## src/rtl/ntag_pkg.sv

```systemverilog
// shared types, constants and helpers for the transpose address generator
`default_nettype none

package ntag_pkg;

	// offset and configuration widths
	localparam int OFS_W          = 48;
	localparam int CFG_IDX_W      = 3;
	localparam int CFG_DATA_W     = 13;
	localparam int NUM_SIZE_REGS  = 4;
	localparam int PLACE_W        = 8;
	localparam int REV_W          = 4;

	// parameter defaults
	localparam int DEF_MAX_AXES   = 4;
	localparam int DEF_AXIS_BITS  = 12;

	// register reset values
	localparam logic [CFG_DATA_W-1:0] SIZE_RESET  = CFG_DATA_W'(1);
	localparam logic [PLACE_W-1:0]    PLACE_RESET = 8'd228;
	localparam logic [REV_W-1:0]      REV_RESET   = '0;

	// register indexes
	typedef enum logic [CFG_IDX_W-1:0] {
		REG_AXIS_SIZE_0    = 3'd0,
		REG_AXIS_SIZE_1    = 3'd1,
		REG_AXIS_SIZE_2    = 3'd2,
		REG_AXIS_SIZE_3    = 3'd3,
		REG_AXIS_PLACEMENT = 3'd4,
		REG_REVERSE_MASK   = 3'd5
	} ntag_reg_t;

	// status of the stride derivation sequencer
	typedef struct packed {
		logic busy;
		logic done;
	} ntag_drv_status_t;

	// placement field reduced modulo the axis count
	function automatic logic [1:0] place_mod(input logic [1:0] field, input int axes);
		logic [2:0] v;
		v = {1'b0, field};
		for (int k = 0; k < 3; k++) begin
			if (32'(v) >= axes) begin
				v = v - 3'(axes);
			end
		end
		return v[1:0];
	endfunction

endpackage

`default_nettype wire

```

## src/rtl/ntag_derive.sv

```systemverilog
// stride, backstride and start offset derivation on a shared multiplier
`default_nettype none

module ntag_derive #(
	parameter int MAX_AXES  = ntag_pkg::DEF_MAX_AXES,
	parameter int AXIS_BITS = ntag_pkg::DEF_AXIS_BITS,
	localparam int ES_W  = AXIS_BITS + 1,
	localparam int IDX_W = (MAX_AXES > 1) ? $clog2(MAX_AXES) : 1
) (
	input  logic                       clk,
	input  logic                       arst_n,
	input  logic                       start,
	input  logic [ES_W-1:0]            eff [MAX_AXES],
	input  logic [IDX_W-1:0]           place [MAX_AXES],
	input  logic [MAX_AXES-1:0]        rev_d,
	output logic [ntag_pkg::OFS_W-1:0] src_step [MAX_AXES],
	output logic [ntag_pkg::OFS_W-1:0] src_back [MAX_AXES],
	output logic [ntag_pkg::OFS_W-1:0] dst_step [MAX_AXES],
	output logic [ntag_pkg::OFS_W-1:0] dst_back [MAX_AXES],
	output logic [ntag_pkg::OFS_W-1:0] base,
	output ntag_pkg::ntag_drv_status_t status
);
	import ntag_pkg::*;

	typedef enum logic [6:0] {
		D_IDLE    = 7'b0000001,
		D_SRC_MUL = 7'b0000010,
		D_SRC_UPD = 7'b0000100,
		D_DST_MUL = 7'b0001000,
		D_DST_UPD = 7'b0010000,
		D_BCK_MUL = 7'b0100000,
		D_BCK_UPD = 7'b1000000
	} drv_state_t;

	localparam logic [IDX_W-1:0] IDX_LAST = IDX_W'(MAX_AXES - 1);

	drv_state_t        state_q;
	logic [IDX_W-1:0]  idx_q;
	logic [OFS_W-1:0]  stride_q;
	logic [OFS_W-1:0]  mul_q;
	logic [OFS_W-1:0]  st_q;
	logic [OFS_W-1:0]  base_q;
	logic [OFS_W-1:0]  dstride_q [MAX_AXES];
	logic [OFS_W-1:0]  src_step_q [MAX_AXES];
	logic [OFS_W-1:0]  src_back_q [MAX_AXES];
	logic [OFS_W-1:0]  dst_step_q [MAX_AXES];
	logic [OFS_W-1:0]  dst_back_q [MAX_AXES];

	logic [ES_W-1:0]   dsize [MAX_AXES];
	logic [IDX_W-1:0]  pd;
	logic [OFS_W-1:0]  st;
	logic [OFS_W-1:0]  mul_a;
	logic [ES_W-1:0]   mul_b;
	logic [OFS_W-1:0]  prod;

	// destination sizes: highest source axis placed on each wins
	always_comb begin
		for (int d = 0; d < MAX_AXES; d++) begin
			dsize[d] = ES_W'(1);
			for (int i = 0; i < MAX_AXES; i++) begin
				if (place[i] == IDX_W'(d)) begin
					dsize[d] = eff[i];
				end
			end
		end
	end

	// signed destination stride of the current source axis
	assign pd = place[idx_q];
	assign st = rev_d[pd] ? (OFS_W'(0) - dstride_q[pd]) : dstride_q[pd];

	// shared multiplier operand select
	always_comb begin
		case (state_q)
			D_DST_MUL: begin
				mul_a = stride_q;
				mul_b = dsize[idx_q];
			end
			D_BCK_MUL: begin
				mul_a = st;
				mul_b = eff[idx_q];
			end
			default: begin
				mul_a = stride_q;
				mul_b = eff[idx_q];
			end
		endcase
	end

	assign prod = OFS_W'(mul_a * mul_b);

	// sequencer: a multiply state and an update state per axis, three passes
	always_ff @(posedge clk or negedge arst_n) begin
		if (!arst_n) begin
			state_q  <= D_IDLE;
			idx_q    <= IDX_LAST;
			stride_q <= OFS_W'(1);
			mul_q    <= '0;
			st_q     <= '0;
			base_q   <= '0;
			for (int k = 0; k < MAX_AXES; k++) begin
				dstride_q[k]  <= OFS_W'(1);
				src_step_q[k] <= OFS_W'(1);
				src_back_q[k] <= '0;
				dst_step_q[k] <= OFS_W'(1);
				dst_back_q[k] <= '0;
			end
		end else if (start) begin
			state_q  <= D_SRC_MUL;
			idx_q    <= IDX_LAST;
			stride_q <= OFS_W'(1);
		end else begin
			case (state_q)
				D_IDLE: begin
				end
				D_SRC_MUL: begin
					mul_q   <= prod;
					state_q <= D_SRC_UPD;
				end
				D_SRC_UPD: begin
					src_step_q[idx_q] <= stride_q;
					src_back_q[idx_q] <= mul_q - stride_q;
					if (idx_q == '0) begin
						stride_q <= OFS_W'(1);
						base_q   <= '0;
						idx_q    <= IDX_LAST;
						state_q  <= D_DST_MUL;
					end else begin
						stride_q <= mul_q;
						idx_q    <= idx_q - IDX_W'(1);
						state_q  <= D_SRC_MUL;
					end
				end
				D_DST_MUL: begin
					mul_q   <= prod;
					state_q <= D_DST_UPD;
				end
				D_DST_UPD: begin
					dstride_q[idx_q] <= stride_q;
					if (rev_d[idx_q]) begin
						base_q <= base_q + mul_q - stride_q;
					end
					stride_q <= mul_q;
					if (idx_q == '0) begin
						idx_q   <= IDX_LAST;
						state_q <= D_BCK_MUL;
					end else begin
						idx_q   <= idx_q - IDX_W'(1);
						state_q <= D_DST_MUL;
					end
				end
				D_BCK_MUL: begin
					mul_q   <= prod;
					st_q    <= st;
					state_q <= D_BCK_UPD;
				end
				D_BCK_UPD: begin
					dst_step_q[idx_q] <= st_q;
					dst_back_q[idx_q] <= mul_q - st_q;
					if (idx_q == '0) begin
						state_q <= D_IDLE;
					end else begin
						idx_q   <= idx_q - IDX_W'(1);
						state_q <= D_BCK_MUL;
					end
				end
				default: begin
					state_q <= D_IDLE;
				end
			endcase
		end
	end

	// outputs
	assign src_step    = src_step_q;
	assign src_back    = src_back_q;
	assign dst_step    = dst_step_q;
	assign dst_back    = dst_back_q;
	assign base        = base_q;
	assign status.busy = (state_q != D_IDLE);
	assign status.done = (state_q == D_BCK_UPD) && (idx_q == '0) && !start;

endmodule

`default_nettype wire
```

## config.mk

```make
export PLATFORM = sky130hd
export DESIGN_NAME = ntag_derive
export DESIGN_NICKNAME = d
export VERILOG_FILES = /design/src/rtl/ntag_pkg.sv /design/src/rtl/ntag_derive.sv
export SDC_FILE = /design/constraint.sdc
export NUM_CORES = 2
export LEC_CHECK = 0
export BUFFER_PORTS_ARGS = -buffer_cell sky130_fd_sc_hd__buf_4
export CORE_ASPECT_RATIO = 1.5
export CORE_MARGIN = 2
export CORE_UTILIZATION = 52
export CTS_CLUSTER_SIZE = 12
export DETAILED_ROUTE_END_ITERATION = 7
export HOLD_SLACK_MARGIN = 0.1
export PLACE_DENSITY = 0.69
export RECOVER_POWER = 100
export SLEW_MARGIN = 0
export SYNTH_ARGS = -nofsm -noshare
export SYNTH_HDL_FRONTEND = slang
export SYNTH_SLANG_ARGS = --single-unit
```

## constraint.sdc

```tcl
create_clock -name clk -period 24.9 [get_ports clk]
set_clock_uncertainty 0.05 [all_clocks]
set_input_delay 3.735 -clock clk [delete_from_list [all_inputs] [get_ports clk]]
set_output_delay 3.735 -clock clk [all_outputs]
set_load 0.02 [all_outputs]
```

# Yosys cells after proc, flatten, opt, wreduce, memory -nomap -nowiden
# Index checks and enable logic that the tools add are counted.
[op_classes]
add_sub_neg = 6
n_mul = 1
order_cmp = 5
n_eq_ne = 24
muxes = 57
n_bitwise = 3
n_reduce_logical = 21
[ops]
columns = ["cell", "count"]
rows = [
  ["bitwise mux 192 bit", 5],
  ["2-to-1 mux 48 bit", 9],
  ["2-to-1 mux 13 bit", 21],
  ["case mux 48 bit (2 select lines)", 2],
  ["subtractor 48 bit", 3],
  ["binary-select mux 48 bit (select 2 bit)", 1],
  ["demux 48 bit (select 2 bit)", 1],
  ["binary-select mux 13 bit (select 2 bit)", 2],
  ["case mux 7 bit (7 select lines)", 1],
  ["adder 48 bit", 1],
  ["multiplier 48 x 13 -> 48 bit", 1],
  ["subtractor 1 x 48 -> 48 bit (first input constant)", 1],
  ["equality test 2 bit (second input constant)", 8],
  ["2-to-1 mux 6 bit", 2],
  ["AND reduction 2 bit", 6],
  ["zero test 2 bit", 5],
  ["2-to-1 mux 2 bit", 5],
  ["equality test 2 x 1 -> 1 bit (second input constant)", 4],
  ["equality test 7 x 1 -> 1 bit (second input constant)", 1],
  ["equality test 7 x 2 -> 1 bit (second input constant)", 1],
  ["equality test 7 x 3 -> 1 bit (second input constant)", 1],
  ["equality test 7 x 4 -> 1 bit (second input constant)", 1],
  ["equality test 7 x 5 -> 1 bit (second input constant)", 1],
  ["equality test 7 x 6 -> 1 bit (second input constant)", 1],
  ["23 further kinds", 33],
]
[word_totals]
ff_bits = 1161
input_bits = 67
wordCells = 143

# Depth between registers and ports, before layout
[logic_depth]
ltp_word = 12
depth_mapped = 42
ltp_nobuf = 37

# Worst setup path before layout
# OpenSTA, ideal clock, no wires.
[synth_path]
path_kind = "input to register"
start = "input place[0] (netlist bit)"
end = "register mul_q[45]"
setup_time_ns = 0.096
t_arrival_ns = 12.297
required_ns = 24.754
slack_ns = 12.458
path_stages = 40
path_buffers = 5
path_cell_list = "clkbuf_1 > mux4_2 > buf_4 > buf_6 > buf_4 > buf_4 > mux2_2 > ha_1 > inv_1 > nor3_1 > nand3_1 > or2_2 > o21ai_0 > xor2_1 > nor2_1 > a21oi_1 > nor2_1 > fa_1 > (+4 left out) > fa_1 > inv_1 > fa_1 > inv_1 > ha_1 > a21o_1 > a21oi_1 > o21ai_0 > nand3_1 > a31oi_1 > a311oi_1 > o21ai_0 > a41oi_1 > a211oi_1 > o21ai_0 > a21boi_0 > o21a_1 > o31ai_1"
[synth_between]
elab_chain_len = 11
[synth_lines]
columns = ["item", "line", "rtl"]
rows = [
  ["start, declared", "ntag_derive.sv:14", "input logic [IDX_W-1:0] place [MAX_AXES],"],
  ["binary-select mux 2 bit (select 2 bit)", "ntag_derive.sv:69", "assign pd = place[idx_q];"],
  ["2-to-1 mux 2 bit (implied by the code) (2 in series)", "ntag_derive.sv:69", ""],
  ["NOT 2 -> 3 bit (implied by the code)", "ntag_derive.sv:70", "assign st = rev_d[pd] ? (OFS_W'(0) - dstride_q[pd]) : dstride_q[pd];"],
  ["binary-select mux 48 bit (select 2 bit)", "ntag_derive.sv:70", ""],
  ["2-to-1 mux 48 bit (implied by the code) (2 in series)", "ntag_derive.sv:70", ""],
  ["subtractor 1 x 48 -> 48 bit", "ntag_derive.sv:70", ""],
  ["2-to-1 mux 48 bit", "ntag_derive.sv:70", ""],
  ["2-to-1 mux 48 bit", "ntag_derive.sv:74", "case (state_q)"],
  ["multiplier 48 x 13 -> 48 bit *", "ntag_derive.sv:90", "assign prod = OFS_W'(mul_a * mul_b);"],
  ["end signal, assigned", "ntag_derive.sv:117", "mul_q <= prod;"],
  ["end signal, assigned", "ntag_derive.sv:135", "mul_q <= prod;"],
  ["end signal, assigned", "ntag_derive.sv:153", "mul_q <= prod;"],
  ["end, declared", "ntag_derive.sv:40", "logic [OFS_W-1:0] mul_q;"],
]
# Every way passes the cells marked *; elsewhere a longest branch is shown, timed or not. The select of a mux whose other input is x is not followed.
# A chain may end at the register's enable or synchronous reset.

# Worst setup path in the final report
[layout_path]
start = "input place[5] (netlist bit)"
end = "register mul_q[45]"
# The elaborated chain is that of the path after synthesis.

==> run metrics <==
Post-CTS Setup Inserts 0; post-synthesis instance total between 7000 and 8000; class of the most critical setup path in2reg; Post-Syn Area just over 70000 um^2; detailed-route vias per instance about 6; top-area cell type share of the netlist area a little under 40%; total die area about 140000 um^2; HPWL after DPL approximately 230000 um; Slew Limit Headroom -403.5%; post-detailed-route DRC marker count 0; count of different cell masters after synthesis 79; clock tree root buffer cell clkbuf_16; syn nets about 8700; Worst Setup End Kind register; mean instance size in the synthesized netlist 9.134 um^2; count of maximum capacitance violations 46; dominant synthesized flop cell dfrtp_1; Hold Buf Count CTS 0; count of flip-flops with a built-in enable after synthesis 0; starting utilization of the core area roughly 52%; height of the chip 460.2 um; number of buffers on the longest clock path 3; sequential area share after synthesis around 40%; all-layer global routing usage 42.50%; number of DRC violations after detailed-routing iteration 0 approximately 6700; clk sinks approximately 1200; setup TNS 0 ns; class of the worst hold path reg2reg; largest vdd supply drop between 0.00006 and 0.00007 V; top-level I/O count 885; cell at the slowest stage of the critical path clkbuf_1; cell area reported after detailed placement between 80000 and 90000 um^2; Final Max Slew Viols 2798; cell count after placement between 10000 and 15000; top post-synthesis cells by area dfrtp_1, fa_1, nand2_1, o21ai_0, inv_1; post-CTS sizing 0; initial antenna violation count 26; Largest stage delay, worst path 2.50 ns; Async S/R FF share, synth 100.0%; simple-gate share of the synthesized area between 10% and 20%; Std-Cell Core Area between 100000 and 150000 um^2; number of standard cells in the layout, taps in and fillers out approximately 11000; crit path launch type primary input; H-tree levels 3; number of buffers created by CTS about 120; largest fanout on the critical path 43; number of hold violations in the final report 0; post-synthesis mux area share 3.971%; cell family with the largest share of critical-path delay buffers and inverters; fmax 0.05477 GHz; Chip Width around 310 um; final count of negative-setup-slack endpoints 0; pin count of the biggest net entering global routing ~170; synthesis-to-layout area growth 12.31%; unrepaired setup endpoints after global routing no; first-pass GRT wire length between 400000 and 500000 um; number of antenna-violating nets in the routed design 0; final non-filler cell area ~80000 um^2; Tightest Pin Transition roughly 7.6 ns; adder-cell share of the synthesized area 17.10%; WL per Instance around 29 um; # nets final approximately 9400; clock period minus worst slack roughly 18 ns; clock transition time at the flip-flop clock pins of the worst setup and hold paths around 0.06 ns; layout cells sized above 1 5.763%; LEAKAGE 39.32 nW; compound-cell area share of the yosys netlist ~14%; DR vias between 60000 and 70000; cell type with the largest total area after synthesis dfrtp_1; global placer's final weighted congestion roughly 1.1; result of the run complete, but fails checks; sum of overflow across all layers after global routing 0; most prevalent standard cell on the critical path fa_1; data arrival time of the critical path 18.91 ns; Clk Latency, worst-skew pair just over 0.8 ns; TritonCTS clock tree yes; quantity of I/O buffers inserted on ports a little under 900; vias in the first global route about 61000; XOR/XNOR share of the synthesized area between 2 and 3%; critical path buffer and inverter count 5; Site Rows 167; crit share post-route roughly three quarters; required time of the critical path approximately 26 ns; power density over cell area between 60 and 70 nW/um^2; DRT Pass-1 Iters 6; routed wire length slightly above 300000 um; largest family of logic cells by synthesized area adder cells; synth warn 0; count of state elements after synthesis around 1200; failing checks max-capacitance violations, max-slew violations
==> stage by stage <==
stage	total power [mW]	hold slack, ns	worst slack, ns	utilization (%)
final	5.601	0.4120	6.642	58.77
after global routing	5.803	0.4271	5.386	58.73
after CTS	5.609	0.4131	11.39	61.15
after detailed placement	3.903	0.4024	10.57	58.54
after global placement	3.882	0.3973	10.71	58.54
after floorplan	3.150	0.3922	12.46	-
==> metal layers <==
layer  GRT usage (%)  vias up  wire length (um)
met5               0        -                76
met4           37.58       12             33030
met3           11.31     1017             29750
met2           64.97     3492            134500
met1           49.24    31221            105600
li1                -    27247                 -
==> path summary, 6_finish.rpt <==
path,startpoint,end,slack [ns],depth (start not counted)
worst max-delay path,place[5],mul_q[45],6.64,33
worst min-delay path,dst_step[96],dst_step[96],0.41,2
worst max register to register,idx_q[0],mul_q[45],9.45,32
worst min register to register,dst_step[96],dst_step[96],0.41,2
max in group asynchronous,arst_n,dst_step[119],7.94,5
min in group asynchronous,arst_n,src_step[3],5.03,1
==> logic make-up after synthesis <==
kind of cell	count (synthesis)
AOI/OAI and AO/OA	1668
muxes	240
and+or+nand+nor	2670
adders and majority gates	697
xor gates and xnor gates	211
DFF	1161
buffers and inverters	1253
==> final cells by class <==
class | count | area (um^2)
Multi-Input combinational cell | 5486 | 38400
Tap cell | 1774 | 2220
Antenna cell | 27 | 67.56
Clock inverter | 18 | 314.1
Inverter | 848 | 3183
Sequential cell | 1161 | 29070
Fill cell | 12932 | 56870
Timing Repair Buffer | 1025 | 4508
Clock buffer | 190 | 3279
==> cells in the mapped netlist, drive strengths merged, types with 18 or more instances <==
master  count
a21oi     222
o211ai     26
o21bai     30
a22o       91
nor3       53
nand2b     63
xor2       74
o31ai      22
o22ai      18
o21a       24
o21ai     861
a211oi     23
nand4      38
inv       836
a221oi     42
a21o      154
and3       29
nand3      58
fa        482
xnor2     133
a22oi      25
nor2b      58
ha        215
dfrtp    1145
nand2    1816
mux2       90
mux2i     122
nor2      412
clkbuf    349
mux4       28
and2       42
or2        19
buf        56
a31oi      33
==> tightest hold or removal path: cells and delay by family, from the launching register on <==
family           cells  cell delay [ns]
AND/OR/NAND/NOR      2             0.10
flip-flops           1             0.37
==> state kept, by name, indices dropped and copies added, names as in the netlist, 7 cells and up <==
register	cells
src_back	192
dstride_q	192
stride_q	48
src_step	192
dst_step	192
dst_back	192
state_q	7
mul_q	48
st_q	48
base	48
==> where the power goes <==
| group | internal [mW] | switching (mW) | total, mW |
|---|---|---|---|
| logic | 0.576 | 1.27 | 1.84 |
| clock network | 0.921 | 0.797 | 1.72 |
| registers | 1.95 | 0.0882 | 2.04 |
| total | 3.45 | 2.15 | 5.60 |
==> placed cells by master (no fill, tap or decap), types with 119 or more instances in the layout <==
| master | n |
|---|---|
| nand2_1 | 1816 |
| dfrtp_1 | 1145 |
| clkbuf_1 | 922 |
| o21ai_0 | 851 |
| inv_1 | 836 |
| fa_1 | 482 |
| nor2_1 | 404 |
| a21oi_1 | 216 |
| ha_1 | 215 |
| buf_4 | 163 |
| a21o_1 | 153 |
| xnor2_1 | 132 |
| mux2i_1 | 119 |
Note: power is estimated with default switching activity, not from simulation.
